### src/hw/rtl/tpc_pkg.sv
// Shared types and constants for the three-point temperature calibration core.
`default_nettype none
package tpc_pkg;

   localparam int DataWidth = 16;
   localparam int RemWidth  = 69;   // 2|N| + |D| fits in 67 bits, kept with margin
   localparam int DvsWidth  = 52;   // 2|D|
   localparam int QuoWidth  = 17;   // sixteen quotient bits and an overflow bit
   localparam int IdxWidth  = 3;

   localparam logic [IdxWidth-1:0] REG_POINT1_RAW = 3'd0;
   localparam logic [IdxWidth-1:0] REG_POINT1_REF = 3'd1;
   localparam logic [IdxWidth-1:0] REG_POINT2_RAW = 3'd2;
   localparam logic [IdxWidth-1:0] REG_POINT2_REF = 3'd3;
   localparam logic [IdxWidth-1:0] REG_POINT3_RAW = 3'd4;
   localparam logic [IdxWidth-1:0] REG_POINT3_REF = 3'd5;

   localparam logic signed [DataWidth-1:0] RESET_POINT1 = 16'sd1000;
   localparam logic signed [DataWidth-1:0] RESET_POINT2 = 16'sd4000;
   localparam logic signed [DataWidth-1:0] RESET_POINT3 = 16'sd8000;

   localparam logic signed [DataWidth-1:0] SAT_MAX = 16'sh7FFF;
   localparam logic signed [DataWidth-1:0] SAT_MIN = 16'sh8000;

   typedef struct packed {
      logic signed [DataWidth-1:0] point1_raw;
      logic signed [DataWidth-1:0] point1_ref;
      logic signed [DataWidth-1:0] point2_raw;
      logic signed [DataWidth-1:0] point2_ref;
      logic signed [DataWidth-1:0] point3_raw;
      logic signed [DataWidth-1:0] point3_ref;
   } cal_type;

   typedef struct packed {
      logic [RemWidth-1:0]  rem;
      logic [DvsWidth-1:0]  dvs;
      logic [QuoWidth-1:0]  quo;
      logic                 neg;
      logic                 pass;
      logic [DataWidth-1:0] raw;
   } div_item_type;

endpackage
`default_nettype wire

### src/hw/rtl/tpc_back.sv
// Output stage: rounding result selection, saturation and the result register.
`default_nettype none
module tpc_back (
   input  wire logic                          clock,
   input  wire logic                          reset,
   input  wire logic                          in_valid,
   output logic                               in_ready,
   input  wire tpc_pkg::div_item_type         in_item,
   output logic                               rsp_valid,
   input  wire logic                          rsp_stall,
   output logic [tpc_pkg::DataWidth-1:0]      rsp_calibrated_temp,
   output logic                               rsp_passthrough,
   output logic                               rsp_saturated
);
   import tpc_pkg::*;

   logic                 valid_ff;
   logic [DataWidth-1:0] temp_ff, temp_in;
   logic                 pass_ff, sat_ff, sat_in;
   logic [15:0]          q;

   assign in_ready = !valid_ff || !rsp_stall;
   assign q        = in_item.quo[15:0];

   always_comb begin
      temp_in = q;
      sat_in  = 1'b0;
      if (in_item.pass) begin
         temp_in = in_item.raw;
      end else if (!in_item.neg) begin
         if (in_item.quo[16] || q[15]) begin
            temp_in = SAT_MAX;
            sat_in  = 1'b1;
         end
      end else begin
         if (in_item.quo[16] || (q > 16'h8000)) begin
            temp_in = SAT_MIN;
            sat_in  = 1'b1;
         end else begin
            temp_in = -q;
         end
      end
   end

   always_ff @(posedge clock) begin
      if (reset) begin
         valid_ff <= 1'b0;
      end else if (in_ready) begin
         valid_ff <= in_valid;
      end
      if (in_ready) begin
         temp_ff <= temp_in;
         pass_ff <= in_item.pass;
         sat_ff  <= sat_in;
      end
   end

   assign rsp_valid           = valid_ff;
   assign rsp_calibrated_temp = temp_ff;
   assign rsp_passthrough     = pass_ff;
   assign rsp_saturated       = sat_ff;
endmodule
`default_nettype wire

### config.mk
export PLATFORM = sky130hd
export DESIGN_NAME = tpc_back
export DESIGN_NICKNAME = d
export VERILOG_FILES = /design/src/hw/rtl/tpc_pkg.sv /design/src/hw/rtl/tpc_back.sv
export SDC_FILE = /design/constraint.sdc
export NUM_CORES = 1
export LEC_CHECK = 0
export ABC_AREA = 1
export BUFFER_PORTS_ARGS = -buffer_cell sky130_fd_sc_hd__buf_2
export CORE_AREA = 2 2 70 72
export CTS_BUF_LIST = sky130_fd_sc_hd__clkbuf_4 sky130_fd_sc_hd__clkbuf_8
export DETAILED_ROUTE_END_ITERATION = 10
export DIE_AREA = 0 0 72 74
export PLACE_DENSITY = 0.89
export RECOVER_POWER = 100
export SYNTH_ARGS = -nofsm -noshare
export SYNTH_HDL_FRONTEND = slang
export SYNTH_SLANG_ARGS = --single-unit
### constraint.sdc
create_clock -name clock -period 1.6 [get_ports clock]
set_clock_uncertainty 0.15 [all_clocks]
set_input_delay 0.16 -clock clock [delete_from_list [all_inputs] [get_ports clock]]
set_output_delay 0.16 -clock clock [all_outputs]
set_load 0.005 [all_outputs]
==> results.toml, run 1 <==
[yosys]
synth_cell_types = 24
ys_seq_area_frac = 0.405
synth-edff-count = 18
syn-num-nets = 355
synth_warnings = 0
synth_area_um2 = 1380
synth.avg_cell_area_um2 = 7.13
synth_ff_type = "edfxtp_1"
synthArstFlopShare = 0
synth_cells = 194
ys_ff_latch = 19

[power_and_ir_drop]
p_leak_nw = 0.889
swShare = 0.272
ir_drop_mv = 0.393
pwr-share-seq = 0.478
power.density_nw_per_um2 = 662
p_int_mw = 0.933
comb_power_share = 0.253
p_sw_mw = 0.349
pwr-share-clk = 0.270
p_total_mw = 1.28

[clock_network]
clkLatencyLatePin_ns = 0.25
cts_setup_buffers = 0
ctsHtreeMaxLevel = 1
root_buffer = "clkbuf_8"
clk_path_buf_depth = 2
clock_sinks = 19
cts_tree = "yes"
numCtsBuffers = 3
clkTransAtPathRegs_ns = 0.07

[floorplan]
die_w_um = 72
io_pins = 180
start_util = 0.301
dieArea_um2 = 5330
core-area_um2 = 4600
die_height_um = 74
rows = 25

[placed_design]
gp_congestion = 0.943
hpwl_um = 3390
portBuffers = 58
placed_area_um2 = 1890
place_ws_ns = -0.0812

[final_layout]
finalNetCount = 438
syn2layout_area_growth_pct = 39.9
drive_gt1_frac = 0.283
final_cell_area_um2 = 1930
num_antenna_cells = 0

[global_route]
grt_pass1_vias = 1516
overflow = 0
grt_antenna_before_repair = 0
track_usage = 0.170
grt_pass1_wl_um = 7020
grt_max_degree = 21

[route]
drc = 0
drt_iter0_drc = 69
ant_nets = 0
vias = 1564
first_pass_iters = 5
wire_per_inst_um = 13.2
wl_met1_um = 1940
viasPerCell = 4.74
topRoutingLayerUsed = "met4"
dr_wl_met2_um = 2140
dr_wl_met3_um = 237
routed_wl_um = 4370

[timing]
rsz0062_at_grt = "no"
hold_viol = 0
setup_tns_ns = 0
period_needed_ns = 1.54
max_freq_mhz = 651
worstMarginPinSlew_ns = 0.487
period_share = 0.960
relSlewSlack = 0.675
hold_ws_ns = 0.0411
maxSlewViolCount = 0
fin_ws_ns = 0.0646
setup_violations = 0

[setup_path]
critPathRequiredTime_ns = 1.59
end_kind = "flop"
reg2reg_depth = 4
cp-start-kind = "flop"
cp_max_fo = 20
arrival_ns = 1.52
criticalPathCategory = "flop to flop"

[run_status]
status = "complete, no violations"

[worst_hold_path]
hp-class = "primary input to flop"
whs_path_depth = 3

[job]
cap_violations = 0
## critical path, stage by stage, from the launching register on
cell and delay (ns):
dfxtp_1 0.32, nand2_1 0.07, buf_6 0.20, a21oi_1 0.10
dlygate4sd3_1 0.58
## cell families after synthesis
logic type,Yosys count,synth area share
flip-flops,19,0.405
buffers and inverters,25,0.0742
adder cells (fa/ha/maj),1,0.00905
XOR/XNOR,5,0.0317
AND/OR/NAND/NOR,113,0.366
AO/OA/AOI/OAI,31,0.114
## Yosys cell counts (2+ instances only)
master	number	share of area
nor2_1	43	0.12
nand2_1	41	0.11
a21oi_1	25	0.090
edfxtp_1	18	0.39
inv_1	17	0.046
nand3_1	16	0.058
nand3b_1	4	0.022
o21ai_0	4	0.014
xor2_1	4	0.025
clkbuf_1	3	0.0081
inv_2	3	0.0081
nor2_4	3	0.024
nand4_1	2	0.0090
## cell type report
type / instances / area [um2]
Clock buffer: 4 / 48.8
Sequential cell: 19 / 561
Timing Repair Buffer: 83 / 463
Inverter: 20 / 75.1
Multi-Input combinational cell: 150 / 719
Tap cell: 54 / 67.6
Fill cell: 473 / 2660
## layer usage
layer  global-route usage  up-vias
li1                     -      798
met1                0.222      708
met2                0.296       54
met3               0.0244        4
met4               0.0482        0
met5                    0        -
## power by group through the flow
stage	clock network [mW]	registers, mW	logic [mW]
after global routing	0.388	0.616	0.359
final	0.346	0.612	0.324
after detailed placement	0	0.620	0.324
after CTS	0.350	0.612	0.332
after global placement	0	0.622	0.320
after floorplan	0	0.629	0.136
## worst paths after layout
path / startpoint / endpoint / slack, ns
max: rsp_valid$_SDFFE_PP0P_ / rsp_valid$_SDFFE_PP0P_ / 0.06
min: in_item[15] / rsp_calibrated_temp[15]$_DFFE_PP_ / 0.04
max reg2reg: rsp_valid$_SDFFE_PP0P_ / rsp_valid$_SDFFE_PP0P_ / 0.06
min reg2reg: rsp_valid$_SDFFE_PP0P_ / rsp_calibrated_temp[11]$_DFFE_PP_ / 0.60
## state kept, by name, summed over array words and instances, names as in the netlist
signal	flops
rsp_calibrated_temp	16
rsp_passthrough	1
rsp_saturated	1
rsp_valid	1
## cells in the final DEF, fill, tap and decap left out, drive strengths merged
cell	n
a21oi	25
buf	63
clkbuf	22
dfxtp	1
dlygate4sd3	2
edfxtp	18
ha	1
inv	20
nand2	43
nand3	17
nand3b	4
nand4	2
nor2	47
o21ai	5
o21bai	1
xnor2	1
xor2	4
## what timing repair did
action,in CTS,in global routing
hold buffers,2,0
setup endpoints to repair,0,1
endpoints found under the hold margin,1,0
resized for setup,0,1
## per-stage QoR
stage,instances,utilization
floorplan,194,-
global placement,324,0.410
detailed placement,324,0.410
CTS,330,0.425
global route,330,0.421
finish,330,0.421
No activity file was read; power rests on OpenSTA's default activity.
==> inputs of run 2 (changes only) <==
- CORE_AREA: 2 2 70 72 -> unset
- CORE_UTILIZATION: unset -> 29
- DIE_AREA: 0 0 72 74 -> unset
- clock period: 1.6 -> 1.3 ns (I/O delays scaled with it)
==> results.toml, run 2 (synthesized netlist as in run 1, its figures left out) <==
[run_status]
status = "finished with violations"
violations = "design-rule violations, negative setup slack"

[final_layout]
final_cell_mix = "buf_2, buf_4, nand2_1"
drive_gt1_frac = 0.446
post-route-util = 0.516
finalNetCount = 458
final_common_cell = "buf_2"
syn2layout_area_growth_pct = 67.0
largest_reg_flops = 16
num_antenna_cells = 0
fin_cells = 348

[setup_path]
critPathMaxStageDelay_ns = 0.20
criticalPathCategory = "primary input to flop"
worst_path_dominant_cell_family = "simple AND/OR/NAND/NOR gates"
worstPathCellList = "buf_2 > nor2_2 > nand2_2 > nor2_4 > nand2_2 > o21bai_1 > nand3_1 > nand2_1 > nand2_1"
end_kind = "flop"
arrival_ns = 1.19
cp_max_fo = 3
reg2reg_depth = 2
cp-start-kind = "primary input"
cp_num_buf_inv = 1
critPathRequiredTime_ns = 1.18
crit_slowest_cell = "o21bai_1"
cp.depth = 9

[global_route]
track_usage = 0.200
grt_pass1_vias = 1749
grt_max_degree = 21
grt_antenna_before_repair = 0
overflow = 0
grt_pass1_wl_um = 7700

[timing]
hold_viol = 0
max_freq_mhz = 765
relSlewSlack = 0.697
setup_violations = 1
period_share = 1.01
period_needed_ns = 1.31
maxSlewViolCount = 0
worstMarginPinSlew_ns = 0.453
hold_ws_ns = 0.0128
rsz0062_at_grt = "yes"
fin_ws_ns = -0.00754

[floorplan]
dieArea_um2 = 5050
die_height_um = 71.0
core-area_um2 = 4470
io_pins = 180
start_util = 0.309
rows = 24
die_w_um = 71.0

[route]
first_pass_iters = 9
drc = 2
viasPerCell = 5.13
vias = 1786
wire_per_inst_um = 15.4
drt_iter0_drc = 128
routed_wl_um = 5350
ant_nets = 0

[clock_network]
numCtsBuffers = 3
clock_sinks = 19
root_buffer = "clkbuf_8"
clk_path_buf_depth = 2
clkLatencyLatePin_ns = 0.26
clkTransAtPathRegs_ns = 0.08
ctsHtreeMaxLevel = 1
cts_tree = "yes"

[power_and_ir_drop]
ir_drop_mv = 0.447
p_int_mw = 1.20
swShare = 0.303
p_leak_nw = 1.04
power.density_nw_per_um2 = 744
p_sw_mw = 0.521
pwr-share-clk = 0.252
pwr-share-seq = 0.441
comb_power_share = 0.307

[placed_design]
portBuffers = 58
gp_congestion = 0.949
hpwl_um = 3580
post-place-cells = 334

[worst_hold_path]
whs_path_depth = 3
hp-class = "primary input to flop"

[job]
cap_violations = 0
==> run 2: cell count changes in the layout (fill, tap and decap cells not counted), sizes merged <==
cell	before	now
inv	20	19
nand2	43	44
clkinvlp	0	1
clkbuf	22	16
buf	63	86
clkinv	0	1
dlygate4sd3	2	3
==> run 2: layout make-up <==
| cell class | count | area (um2) |
|---|---|---|
| Sequential cell | 19 | 562 |
| Tap cell | 52 | 65.1 |
| Fill cell | 389 | 2170 |
| Multi-Input combinational cell | 151 | 882 |
| Timing Repair Buffer | 102 | 672 |
| Clock inverter | 1 | 5.00 |
| Clock buffer | 3 | 41.3 |
| Inverter | 20 | 81.3 |
==> run 2: timing repair <==
action	in CTS	in global routing
hold endpoints to repair	2	0
cloned	1	1
resized for setup	3	44
buffers inserted	4	2
setup endpoints to repair	6	16
pin swaps	7	21
hold buffers	3	0
==> run 2: worst register-to-register path: stages (launching register included) <==
cell and delay [ns]:
dfxtp_2 0.33, nand2_2 0.09, clkbuf_2 0.26
==> run 2: metrics by stage <==
step                      setup TNS, ns  instance area (um2)  power [mW]  setup slack, ns
after detailed placement          -4.31                 2010        1.21           -0.357
final                          -0.00754                 2310        1.72         -0.00754
after global placement            -3.73                 2010        1.20           -0.287
after CTS                      -0.00235                 2140        1.67         -0.00235
after global routing             -0.335                 2310        1.79           -0.144
after floorplan                  -0.300                 1400       0.948          -0.0486
==> run 2: power by group through the flow <==
stage                     sequential (mW)  combinational, mW  clock (mW)
final                               0.757              0.528       0.432
after floorplan                     0.774              0.173           0
after global routing                0.763              0.568       0.462
after CTS                           0.755              0.464       0.446
after detailed placement            0.767              0.441           0
after global placement              0.770              0.434           0
==> run 2: metal layers <==
metal / GRT usage / part of all wire / up-vias
li1: - / - / 842
met1: 0.233 / 0.38 / 820
met2: 0.355 / 0.50 / 107
met3: 0.0370 / 0.092 / 17
met4: 0.0933 / 0.023 / 0
met5: 0 / 0 / -
==> run 2: path summary, 6_finish.rpt <==
path	from	end	slack, ns
worst max-delay path	in_item[20]	rsp_calibrated_temp[15]$_DFFE_PP_	-0.008
worst min-delay path	in_item[11]	rsp_calibrated_temp[11]$_DFFE_PP_	0.01
worst max register to register	rsp_valid$_SDFFE_PP0P_	rsp_calibrated_temp[11]$_DFFE_PP_	0.16
worst min register to register	rsp_valid$_SDFFE_PP0P_	rsp_saturated$_SDFFCE_PP0P_	0.54
