**config.mk**
```make
export PLATFORM = sky130hd
export DESIGN_NAME = tpc_div_cell
export DESIGN_NICKNAME = d
export VERILOG_FILES = /design/src/hw/rtl/tpc_pkg.sv /design/src/hw/rtl/tpc_div_cell.sv
export SDC_FILE = /design/constraint.sdc
export NUM_CORES = 1
export LEC_CHECK = 0
export BUFFER_PORTS_ARGS = -buffer_cell sky130_fd_sc_hd__buf_2
export CAP_MARGIN = 0
export CORE_UTILIZATION = 46
export DETAILED_ROUTE_END_ITERATION = 12
export GPL_TIMING_DRIVEN = 0
export PLACE_DENSITY = 0.77
export SLEW_MARGIN = 10
export SYNTH_ARGS = -nofsm -noshare
export SYNTH_HDL_FRONTEND = slang
export SYNTH_SLANG_ARGS = --single-unit
```
**constraint.sdc**
```tcl
create_clock -name clock -period 6.45 [get_ports clock]
set_input_delay 1.29 -clock clock [delete_from_list [all_inputs] [get_ports clock]]
set_output_delay 1.29 -clock clock [all_outputs]
set_load 0.02 [all_outputs]
```
**src/hw/rtl/tpc_pkg.sv**
```systemverilog
// Shared types and constants for the three-point temperature calibration core.
`default_nettype none
package tpc_pkg;

   localparam int DataWidth = 16;
   localparam int RemWidth  = 69;   // 2|N| + |D| fits in 67 bits, kept with margin
   localparam int DvsWidth  = 52;   // 2|D|
   localparam int QuoWidth  = 17;   // sixteen quotient bits and an overflow bit
   localparam int IdxWidth  = 3;

   localparam logic [IdxWidth-1:0] REG_POINT1_RAW = 3'd0;
   localparam logic [IdxWidth-1:0] REG_POINT1_REF = 3'd1;
   localparam logic [IdxWidth-1:0] REG_POINT2_RAW = 3'd2;
   localparam logic [IdxWidth-1:0] REG_POINT2_REF = 3'd3;
   localparam logic [IdxWidth-1:0] REG_POINT3_RAW = 3'd4;
   localparam logic [IdxWidth-1:0] REG_POINT3_REF = 3'd5;

   localparam logic signed [DataWidth-1:0] RESET_POINT1 = 16'sd1000;
   localparam logic signed [DataWidth-1:0] RESET_POINT2 = 16'sd4000;
   localparam logic signed [DataWidth-1:0] RESET_POINT3 = 16'sd8000;

   localparam logic signed [DataWidth-1:0] SAT_MAX = 16'sh7FFF;
   localparam logic signed [DataWidth-1:0] SAT_MIN = 16'sh8000;

   typedef struct packed {
      logic signed [DataWidth-1:0] point1_raw;
      logic signed [DataWidth-1:0] point1_ref;
      logic signed [DataWidth-1:0] point2_raw;
      logic signed [DataWidth-1:0] point2_ref;
      logic signed [DataWidth-1:0] point3_raw;
      logic signed [DataWidth-1:0] point3_ref;
   } cal_type;

   typedef struct packed {
      logic [RemWidth-1:0]  rem;
      logic [DvsWidth-1:0]  dvs;
      logic [QuoWidth-1:0]  quo;
      logic                 neg;
      logic                 pass;
      logic [DataWidth-1:0] raw;
   } div_item_type;

endpackage
`default_nettype wire

```
**src/hw/rtl/tpc_div_cell.sv**
```systemverilog
// One restoring-division cell: try one shifted divisor, keep one quotient bit.
`default_nettype none
module tpc_div_cell #(
   parameter int Shift = 0
) (
   input  wire logic                  clock,
   input  wire logic                  reset,
   input  wire logic                  in_valid,
   output logic                       in_ready,
   input  wire tpc_pkg::div_item_type in_item,
   output logic                       out_valid,
   input  wire logic                  out_ready,
   output tpc_pkg::div_item_type      out_item
);
   import tpc_pkg::*;

   logic         valid_ff;
   div_item_type item_ff, item_in;
   logic [RemWidth-1:0] trial;

   assign in_ready = !valid_ff || out_ready;
   assign trial    = RemWidth'(in_item.dvs) << Shift;

   always_comb begin
      item_in = in_item;
      if (in_item.rem >= trial) begin
         item_in.rem        = in_item.rem - trial;
         item_in.quo[Shift] = 1'b1;
      end
   end

   always_ff @(posedge clock) begin
      if (reset) begin
         valid_ff <= 1'b0;
      end else if (in_ready) begin
         valid_ff <= in_valid;
      end
      if (in_ready) item_ff <= item_in;
   end

   assign out_valid = valid_ff;
   assign out_item  = item_ff;
endmodule
`default_nettype wire

```
==> results.md, run 1 <==
* Synth top area cells: edfxtp_1 (50%), ha_1 (7.0%), a21oi_1 (6.1%), nor2_1 (3.7%), xnor2_1 (3.3%)
* Tmin final at 4.48 ns
* Finish-stage setup viols at 0
* Reg2reg start: out_valid
* Sequential area share after synthesis at 50.5%
* R2R depth at 2
* Detailed-route wire length at 26600 um
* DP HPWL at 21100 um
* Fin Setup TNS at 0 ns
* Layout Nets at 1477
* Setup crit end kind: flip-flop
* Number of flops mapped to enable cells by yosys at 156
* Worst hold start: out_valid
* Post-cts resize count at 0
* Total of max-cap violations at 0
* Mapped Nets at 1139
* Rows at 51
* Hold Vio Cnt, Final at 0
* RSZ-0062 raised after global routing: no
* Share of the synthesized area in the top cell type at 50.3%
* Mapped cell area at 0.00931 mm^2
* #FFs+latches synth at 157
* Via-to-Cell Ratio at 5.40
* Root Driver: clkbuf_16
* Finished Core Util at 60.6%
* Worst EP required at 6.63 ns
* Hold/Removal Path Class: reg -> reg
* Critical path's slowest cell: a2111oi_0
* WS Path Type: in -> reg
* Area Overhead vs Synth at 27.9%
* CTS Buf Count at 17
* Worst slew margin at 28.3%
* Synth Instances at 926
* Number of routed nets with antenna violations at 0
* Period utilization at 69.4%
* First-pass GRT wire length at 40700 um
* Worst-margin pin slew at 1.05 ns
* Worst Path Buf+Inv at 3
* Commonest non-fill, non-tap cell in the layout: buf_2
* Congestion Overflow GR at 0
* Routed wire length per instance at 17.2 um
* Synth unique cells at 63
* Overall Power at 3.13 mW
* Global placement routability congestion at 0.903
* Die Height at 144 um
* Iteration-0 DRC Markers at 562
* Post-DP Area at 0.0113 mm^2
* Commonest cells after routing, fill and taps aside: buf_2 (329), edfxtp_1 (156), a21oi_1 (113), nor2_1 (93), nand2_1 (78)
* Min Hold Slack at 0.943 ns
* Vias in the first global route at 7768
* Critical path's most frequent cell: nand3_1
* # Post-CTS Setup Buffers at 0
* Worst reg2reg endpoint: out_item[83]
* Largest area contributor in the netlist: edfxtp_1
* Layout cell share with drive strength beyond 1 at 29.9%
* Finished Cell Area at 0.0119 mm^2
* Main flop type after synthesis: edfxtp_1
* Port Buffers at 317
* CP cell instances: buf_2 -> inv_1 -> ha_1 -> clkbuf_1 -> nand2_1 -> nor4_1 -> nand3_1 -> o21ai_1 -> o31ai_2 -> a2111oi_0 -> o21ai_0 -> nand3_1 -> xnor2_1
* CTS sink count at 157
* Leak at 5.28 nW
* CP max FO at 7
* Hold_buf cts at 0
* Die Wd at 144 um
* Fmax at 223 MHz
* Clk_skew at 0.00881 ns
* Clock Latency Late Sink at 0.43 ns
* Number of cells on the critical path at 13
* Outcome: complete, no violations
* Pin count of the biggest net entering global routing at 69
* Routed vias at 8342
* H-Tree Depth at 4
* Post-Syn Area per Cell at 10.1 um^2
* Maximum vdd drop at 0.186 mV
* Worst-path clk slew at 0.07 ns
* Worst path max stage delay at 0.93 ns
* Die area at 0.0208 mm^2
* CP Data Arrival Time at 4.66 ns
* Initial DRT Pass Iterations at 5
* Initial antenna violation count at 3
* IO Count at 318
* Final Slew Violations at 0
* Ys Warns at 0
* CP top delay family: compound AO/OA/AOI/OAI gates
* DRC Markers at 0
* Hold Crit Depth at 1
* Startpoint Class: primary input
* Async set or reset register ratio after synthesis at 0%
* Starting density of the core at 47.4%
* Power Dens Cells at 263 mW/mm^2
* Longest Clk Path Bufs at 2
* Gr usage total at 25.7%
* WHS Endpoint: out_item[10]
* Core area at 0.0197 mm^2
* Setup slack, reg-to-reg at 4.98 ns
* CTS tree: built
==> through the flow <==
stage | cells | worst slack [ns]
floorplan | 926 | 1.79
CTS | 1541 | 2.06
detailed placement | 1510 | 1.62
finish | 1544 | 1.97
global route | 1543 | 1.54
global placement | 1508 | 0.577
==> power by group <==
part	internal (mW)	switching, mW
Combinational	0.283	0.500
Clock	0.617	0.439
Sequential	1.27	0.0274
==> per-layer routing <==
metal	global-route usage, %	vias up	share of wire [%]
met2	41.7	376	48
met5	0	-	0.030
li1	-	4073	-
met4	8.81	2	1.7
met1	34.0	3854	43
met3	5.40	37	7.6
==> worst max-delay path by stage <==
stage	to	start	slack, ns
global placement	in_ready	out_ready	0.58
global route	out_item[153]	in_item[52]	1.54
finish	out_item[153]	in_item[52]	1.97
CTS	out_item[155]	in_item[37]	2.06
detailed placement	out_item[155]	in_item[37]	1.62
floorplan	in_ready	out_ready	1.79
==> flip-flops by register name, summed over array words and instances (netlist names) <==
name and flops:
out_item 156, out_valid 1
==> cells in the mapped netlist, types with 5 or more instances <==
library cell and instances:
nor3_1 26, buf_2 12, or3_1 8, o211ai_1 9, nand2_1 78, edfxtp_1 156, inv_1 69, a21oi_1 113
nor4_1 6, o31ai_1 7, nand4_1 23, nor2_1 93, a211oi_1 7, and2_1 7, a21o_1 25, nand2b_1 6
nor2b_1 5, nand3_1 19, ha_1 52, xor2_1 24, o21a_1 5, o21bai_1 17, o21ai_0 44, clkbuf_1 19
xnor2_1 35
==> final cells by class <==
cell class | instances | area, um^2
Sequential cell | 157 | 4700
Inverter | 69 | 259
Timing Repair Buffer | 319 | 1640
Tap cell | 265 | 332
Fill cell | 1694 | 7740
Antenna cell | 3 | 7.51
Multi-Input combinational cell | 666 | 4200
Buffer | 34 | 158
Clock inverter | 14 | 184
Clock buffer | 17 | 425
==> cell families (layout without fill, tap and decap cells) <==
group,after synthesis,in the layout,synth area share [%]
and+or+nand+nor,290,290,14.6
AOI/OAI and AO/OA,262,262,17.5
DFF,157,157,50.5
buffers and inverters,103,453,4.47
xor gates and xnor gates,59,59,5.55
adders and majority gates,53,53,7.20
muxes,2,2,0.242
other,0,3,0
Power figures use the tool's default switching activity.
==> run 2, diff against run 1 <==
Settings changed: CORE_UTILIZATION 46 to 51, PLACE_DENSITY 0.77 to 0.81.
Clock period 6.45 ns to 4.4 ns, I/O delays scaled along.
==> run 2 against run 1 <==
  * Sequential power up 47%
  * Cell area down 0.81%
  * Count of clock-buffer cells in the layout up 1
  * Cell count down 2.4%
  * Hold slack worse by 0.33 ns
  * Clock skew down 0.0019 ns
  * Total power up 42%
  * Global-route usage up 2.6 points
  * Core utilization up 5.4 points
  * Die area down 9.7%
==> results.md, run 2 (synthesis gave the netlist of run 1 again) <==
* Die Height at 137 um (-5.0%)
* Fmax at 252 MHz
* Via-to-Cell Ratio at 5.55 (+2.8%)
* Clock Latency Late Sink at 0.44 ns (about the same)
* Detailed-route wire length at 26600 um (+0.18%)
* Tmin final at 3.96 ns
* Worst-margin pin slew at 0.953 ns (-0.0952 ns)
* H-Tree Depth at 4 (unchanged)
* Pin count of the biggest net entering global routing at 69 (unchanged)
* Setup crit end kind: flip-flop
* CP max FO at 6 (-1)
* Iteration-0 DRC Markers at 684 (+22%)
* Area Overhead vs Synth at 26.9%
* Commonest cells after routing, fill and taps aside: buf_2 (329), edfxtp_1 (156), a21oi_1 (113), nor2_1 (93), nand2_1 (78)
* Initial DRT Pass Iterations at 7 (+2)
* Die Wd at 137 um (-5.0%)
* DRC Markers at 0 (unchanged)
* Final Slew Violations at 0 (unchanged)
* DP HPWL at 20900 um (-0.97%)
* Root Driver: clkbuf_16
* R2R depth at 2 (unchanged)
* Port Buffers at 317 (unchanged)
* CP cell instances: buf_2 -> inv_1 -> ha_1 -> nor2b_1 -> o31ai_1 -> a32oi_1 -> a21oi_1 -> o311a_1 -> a21oi_1 -> a211oi_1 -> nand3_1 -> xnor2_1
* CTS tree: built
* Critical path's most frequent cell: a21oi_1
* Finished Core Util at 66.0% (+5.4 points)
* Number of routed nets with antenna violations at 0 (unchanged)
* CTS sink count at 157 (unchanged)
* Gr usage total at 28.3% (+2.6 points)
* First-pass GRT wire length at 40200 um (-1.1%)
* Leak at 5.25 nW (-0.58%)
* Layout cell share with drive strength beyond 1 at 29.8% (about the same)
* Reg2reg start: out_valid
* Congestion Overflow GR at 0 (unchanged)
* CP Data Arrival Time at 4.14 ns (-0.52 ns)
* Min Hold Slack at 0.616 ns (-0.327 ns)
* Worst hold start: reset
* Outcome: complete, no violations
* Finished Cell Area at 0.0118 mm^2 (-0.81%)
* Power Dens Cells at 377 mW/mm^2 (+43%)
* Commonest non-fill, non-tap cell in the layout: buf_2
* Worst reg2reg endpoint: out_item[141]
* Post-DP Area at 0.0112 mm^2 (-0.40%)
* Starting density of the core at 52.0% (+4.6 points)
* Worst path max stage delay at 0.80 ns (-0.13 ns)
* Critical path's slowest cell: a211oi_1
* Hold Crit Depth at 2 (+1)
* Routed vias at 8369 (+0.32%)
* Die area at 0.0188 mm^2 (-9.7%)
* IO Count at 318 (unchanged)
* Vias in the first global route at 7889 (+1.6%)
* WHS Endpoint: out_valid
* Fin Setup TNS at 0 ns (unchanged)
* Rows at 49 (-3.9%)
* Hold/Removal Path Class: in -> reg
* WS Path Type: in -> reg
* Hold Vio Cnt, Final at 0 (unchanged)
* RSZ-0062 raised after global routing: no
* Worst EP required at 4.58 ns (-2.05 ns)
* Total of max-cap violations at 0 (unchanged)
* Period utilization at 90.0%
* Layout Nets at 1477 (unchanged)
* Setup slack, reg-to-reg at 2.98 ns (-2.00 ns)
* Largest register FFs at 156 (unchanged)
* Global placement routability congestion at 0.866 (-4.0%)
* # Post-CTS Setup Buffers at 0 (unchanged)
* Clk_skew at 0.00690 ns (-0.00191 ns)
* Startpoint Class: primary input
* Worst-path clk slew at 0.07 ns (about the same)
* Maximum vdd drop at 0.274 mV (+47%)
* Routed wire length per instance at 17.7 um (+2.6%)
* Worst slew margin at 36.1% (+7.8 points)
* CTS Buf Count at 17 (unchanged)
* Finish-stage setup viols at 0 (unchanged)
* Longest Clk Path Bufs at 2 (unchanged)
* Core area at 0.0179 mm^2 (-8.9%)
* Initial antenna violation count at 3 (unchanged)
run 2: cell types whose count changed in the layout (fill, tap and decap cells not counted), moves of 2 or more:
| cell | change |
|---|---|
| bufinv_16 | -3 |
| clkinv_4 | +2 |
| clkinv_8 | +2 |
| diode_2 | -2 |
| inv_8 | -2 |
run 2: layout make-up:
type                            count  area (um^2)
Buffer                             34          158
Fill cell                        1499         6090
Clock buffer                       18          429
Tap cell                          229          287
Antenna cell                        1         2.50
Sequential cell                   157         4700
Multi-Input combinational cell    666         4200
Timing Repair Buffer              319         1640
Clock inverter                     14          133
Inverter                           69          259
run 2: layer usage:
metal  track usage (%)  share of wire (%)
met2              46.9                 47
met4              9.95                2.2
met1              36.4                 42
met3              6.33                8.4
met5                 0              0.098
run 2: how the worst max path moves through the flow:
stage | slack (ns) | endpoint | cells after the start | from
after detailed placement | -0.13 | out_item[153] | 13 | in_item[52]
final | 0.44 | out_item[147] | 12 | in_item[37]
after floorplan | 0.56 | in_ready | 1 | out_ready
after CTS | 0.34 | out_item[153] | 13 | in_item[52]
after global placement | -0.70 | in_ready | 3 | out_ready
after global routing | 0.20 | out_item[153] | 13 | in_item[52]
run 2: repair_timing:
| item | 4_1_cts | 5_1_grt |
|---|---|---|
| resized for setup | 0 | 1 |
| setup endpoints to repair | 0 | 1 |
| hold buffers | 0 | 0 |
| hold endpoints to repair | 0 | 0 |
run 2: per-stage QoR:
step | total power, mW | cells | worst slack [ns]
floorplan | 2.68 | 926 | 0.565
global placement | 3.05 | 1472 | -0.698
detailed placement | 3.06 | 1474 | -0.127
CTS | 4.46 | 1506 | 0.343
global route | 4.63 | 1506 | 0.205
finish | 4.45 | 1507 | 0.438
run 2: power by group:
part	leakage (nW)	total (mW)	switching [mW]	internal (mW)
Clock	0.260	1.40	0.663	0.741
Sequential	1.62	1.90	0.0403	1.86
Combinational	3.37	1.15	0.734	0.415
run 2: worst max-delay path: cells and delay by family:
family	cells	cell delay, ns
adders and majority gates	1	0.35
xor gates and xnor gates	1	0.20
buffers and inverters	2	0.13
and+or+nand+nor	2	0.40
AOI/OAI and AO/OA	6	2.17
==> run 3, diff against run 2 <==
Settings changed: BUFFER_PORTS_ARGS -buffer_cell sky130_fd_sc_hd__buf_2 to unset, CORE_UTILIZATION 51 to 60, DONT_BUFFER_PORTS set to 1, PLACE_DENSITY 0.81 to 0.76.
==> run 3 against run 2 <==
  * Sequential share of layout area up 6.2 points
  * Fmax down 0.74%
  * Cell count down 24%
  * Count of clock-buffer cells in the layout down 1
  * Via count down 14%
  * Routed wire length down 6.4%
  * Combinational power down 43%
  * Flip-flop and latch count unchanged
  * Cell area down 14%
  * Critical path type unchanged
  * Critical endpoint is now out_item[141]
==> results.md, run 3 (synthesis gave the netlist of run 1 again) <==
* Outcome: complete, no violations
* R2R depth at 2 (unchanged)
* Die Wd at 127 um (-7.7%)
* Routed wire length per instance at 21.7 um (+23%)
* Leak at 4.04 nW (-23%)
* Power Dens Cells at 423 mW/mm^2 (+12%)
* Die area at 0.0160 mm^2 (-15%)
* RSZ-0062 raised after global routing: no
* Initial antenna violation count at 0 (-3)
* Port Buffers at 0 (-100%)
* Via-to-Cell Ratio at 6.26 (+13%)
* Dpl cells at 1116 (-24%)
* DRC Markers at 0 (unchanged)
* Total of max-cap violations at 0 (unchanged)
* Worst EP required at 4.59 ns (about the same)
* Global placement routability congestion at 0.930 (+7.4%)
* Overall Power at 4.32 mW (-3.0%)
* Largest register FFs at 156 (unchanged)
* Root Driver: clkbuf_16
* Worst slew margin at 25.3% (-11 points)
* Setup slack, reg-to-reg at 2.88 ns (-0.10 ns)
* First-pass GRT wire length at 37900 um (-5.8%)
* Hold_buf cts at 0 (unchanged)
* Fin cells at 1148 (-24%)
* Clk_skew at 0.00474 ns (-0.00215 ns)
* H-Tree Depth at 4 (unchanged)
* Initial DRT Pass Iterations at 5 (-2)
* Die Height at 127 um (-7.7%)
* Layout cell share with drive strength beyond 1 at 6.77% (-23 points)
* Longest Clk Path Bufs at 2 (unchanged)
* Iteration-0 DRC Markers at 537 (-21%)
* Setup crit end kind: flip-flop
* Layout Nets at 1160 (-21%)
* CTS Buf Count at 17 (unchanged)
* Worst reg2reg endpoint: out_item[140]
* WS Path Type: in -> reg
* Maximum vdd drop at 0.328 mV (+20%)
* Finish-stage setup viols at 0 (unchanged)
* Hold Vio Cnt, Final at 0 (unchanged)
* DP HPWL at 19600 um (-6.2%)
* Detailed-route wire length at 24900 um (-6.4%)
* Critical path origin: in_item[37]
* Worst-path clk slew at 0.07 ns (about the same)
* Fillers at 1193 (-20%)
* Startpoint Class: primary input
* Hold/Removal Path Class: in -> reg
* Period utilization at 90.7% (+0.67 points)
* Commonest non-fill, non-tap cell in the layout: edfxtp_1
* Core area at 0.0152 mm^2 (-15%)
* Tmin final at 3.99 ns (+0.0296 ns)
* Area Overhead vs Synth at 9.66%
* IO Count at 318 (unchanged)
* Gr usage total at 31.4% (+3.1 points)
* # diodes at 0 (-1)
* Clock Latency Late Sink at 0.43 ns (about the same)
* Worst hold start: reset
* Routed vias at 7185 (-14%)
* Fmax at 251 MHz (-0.74%)
* Starting density of the core at 61.3% (+9.2 points)
* Worst-margin pin slew at 1.11 ns (+0.161 ns)
* CP max FO at 6 (unchanged)
* Reg2reg start: out_valid
* CTS tree: built
* Commonest cells after routing, fill and taps aside: edfxtp_1 (156), a21oi_1 (113), nor2_1 (93), nand2_1 (78), inv_1 (69)
* # Post-CTS Setup Buffers at 0 (unchanged)
* Post-cts resize count at 0 (unchanged)
* CP endpoint: out_item[141]
* Vias in the first global route at 7004 (-11%)
* Pin count of the biggest net entering global routing at 71 (+2.9%)
* Rows at 45 (-8.2%)
* CP Data Arrival Time at 4.18 ns (+0.04 ns)
* Number of routed nets with antenna violations at 0 (unchanged)
* Congestion Overflow GR at 0 (unchanged)
* Final Slew Violations at 0 (unchanged)
* CTS sink count at 157 (unchanged)
run 3: per-layer routing:
metal,global-route usage (%),wire (um),vias to the layer above
met2,52.6,12100,343
met1,37.8,9750,3357
li1,-,-,3446
met3,10.9,2470,39
met4,11.0,611,0
met5,0,0,-
run 3: how the worst min path moves through the flow:
stage,to,slack (ns),cells past startpoint
6_report,out_valid,0.51,1
4_1_cts,out_valid,0.50,1
2_1_floorplan,out_valid,0.95,1
3_3_place_gp,out_valid,0.95,1
3_5_place_dp,out_valid,0.95,2
5_1_grt,out_valid,0.51,1
run 3: report_power, final:
| group | switching [mW] | internal, mW |
|---|---|---|
| Combinational | 0.404 | 0.253 |
| Sequential | 0.299 | 1.88 |
| Clock | 0.630 | 0.855 |
run 3: worst max-delay path, stage by stage:
cell and delay [ns]:
inv_1 0.03, ha_1 0.35, nor2b_1 0.17, o31ai_1 0.25, a32oi_1 0.22, a21oi_1 0.53
o311a_1 0.31, a21oi_1 0.09, a211oi_1 0.91, nand2_1 0.24, xnor2_1 0.18
run 3: final cells by class:
cell class | instances | area (um^2) | share of cell area (%)
Clock inverter | 15 | 176 | 1.73
Buffer | 34 | 158 | 1.54
Tap cell | 188 | 235 | 2.30
Inverter | 69 | 259 | 2.54
Clock buffer | 17 | 425 | 4.17
Sequential cell | 157 | 4700 | 46.1
Multi-Input combinational cell | 666 | 4200 | 41.1
Timing Repair Buffer | 2 | 55.1 | 0.539
run 3: metrics by stage:
stage          instance area [um^2]  hold slack (ns)  setup WS [ns]  util [%]  TNS, ns
4_1_cts                       10200            0.500          0.465      67.2        0
6_report                      10200            0.511          0.408      67.2        0
3_5_place_dp                   9610            0.945         0.0161      63.2        0
2_1_floorplan                  9320            0.949          0.565         -        0
3_3_place_gp                   9550            0.949        -0.0337      62.8  -0.0337
5_1_grt                       10200            0.507          0.260      67.2        0
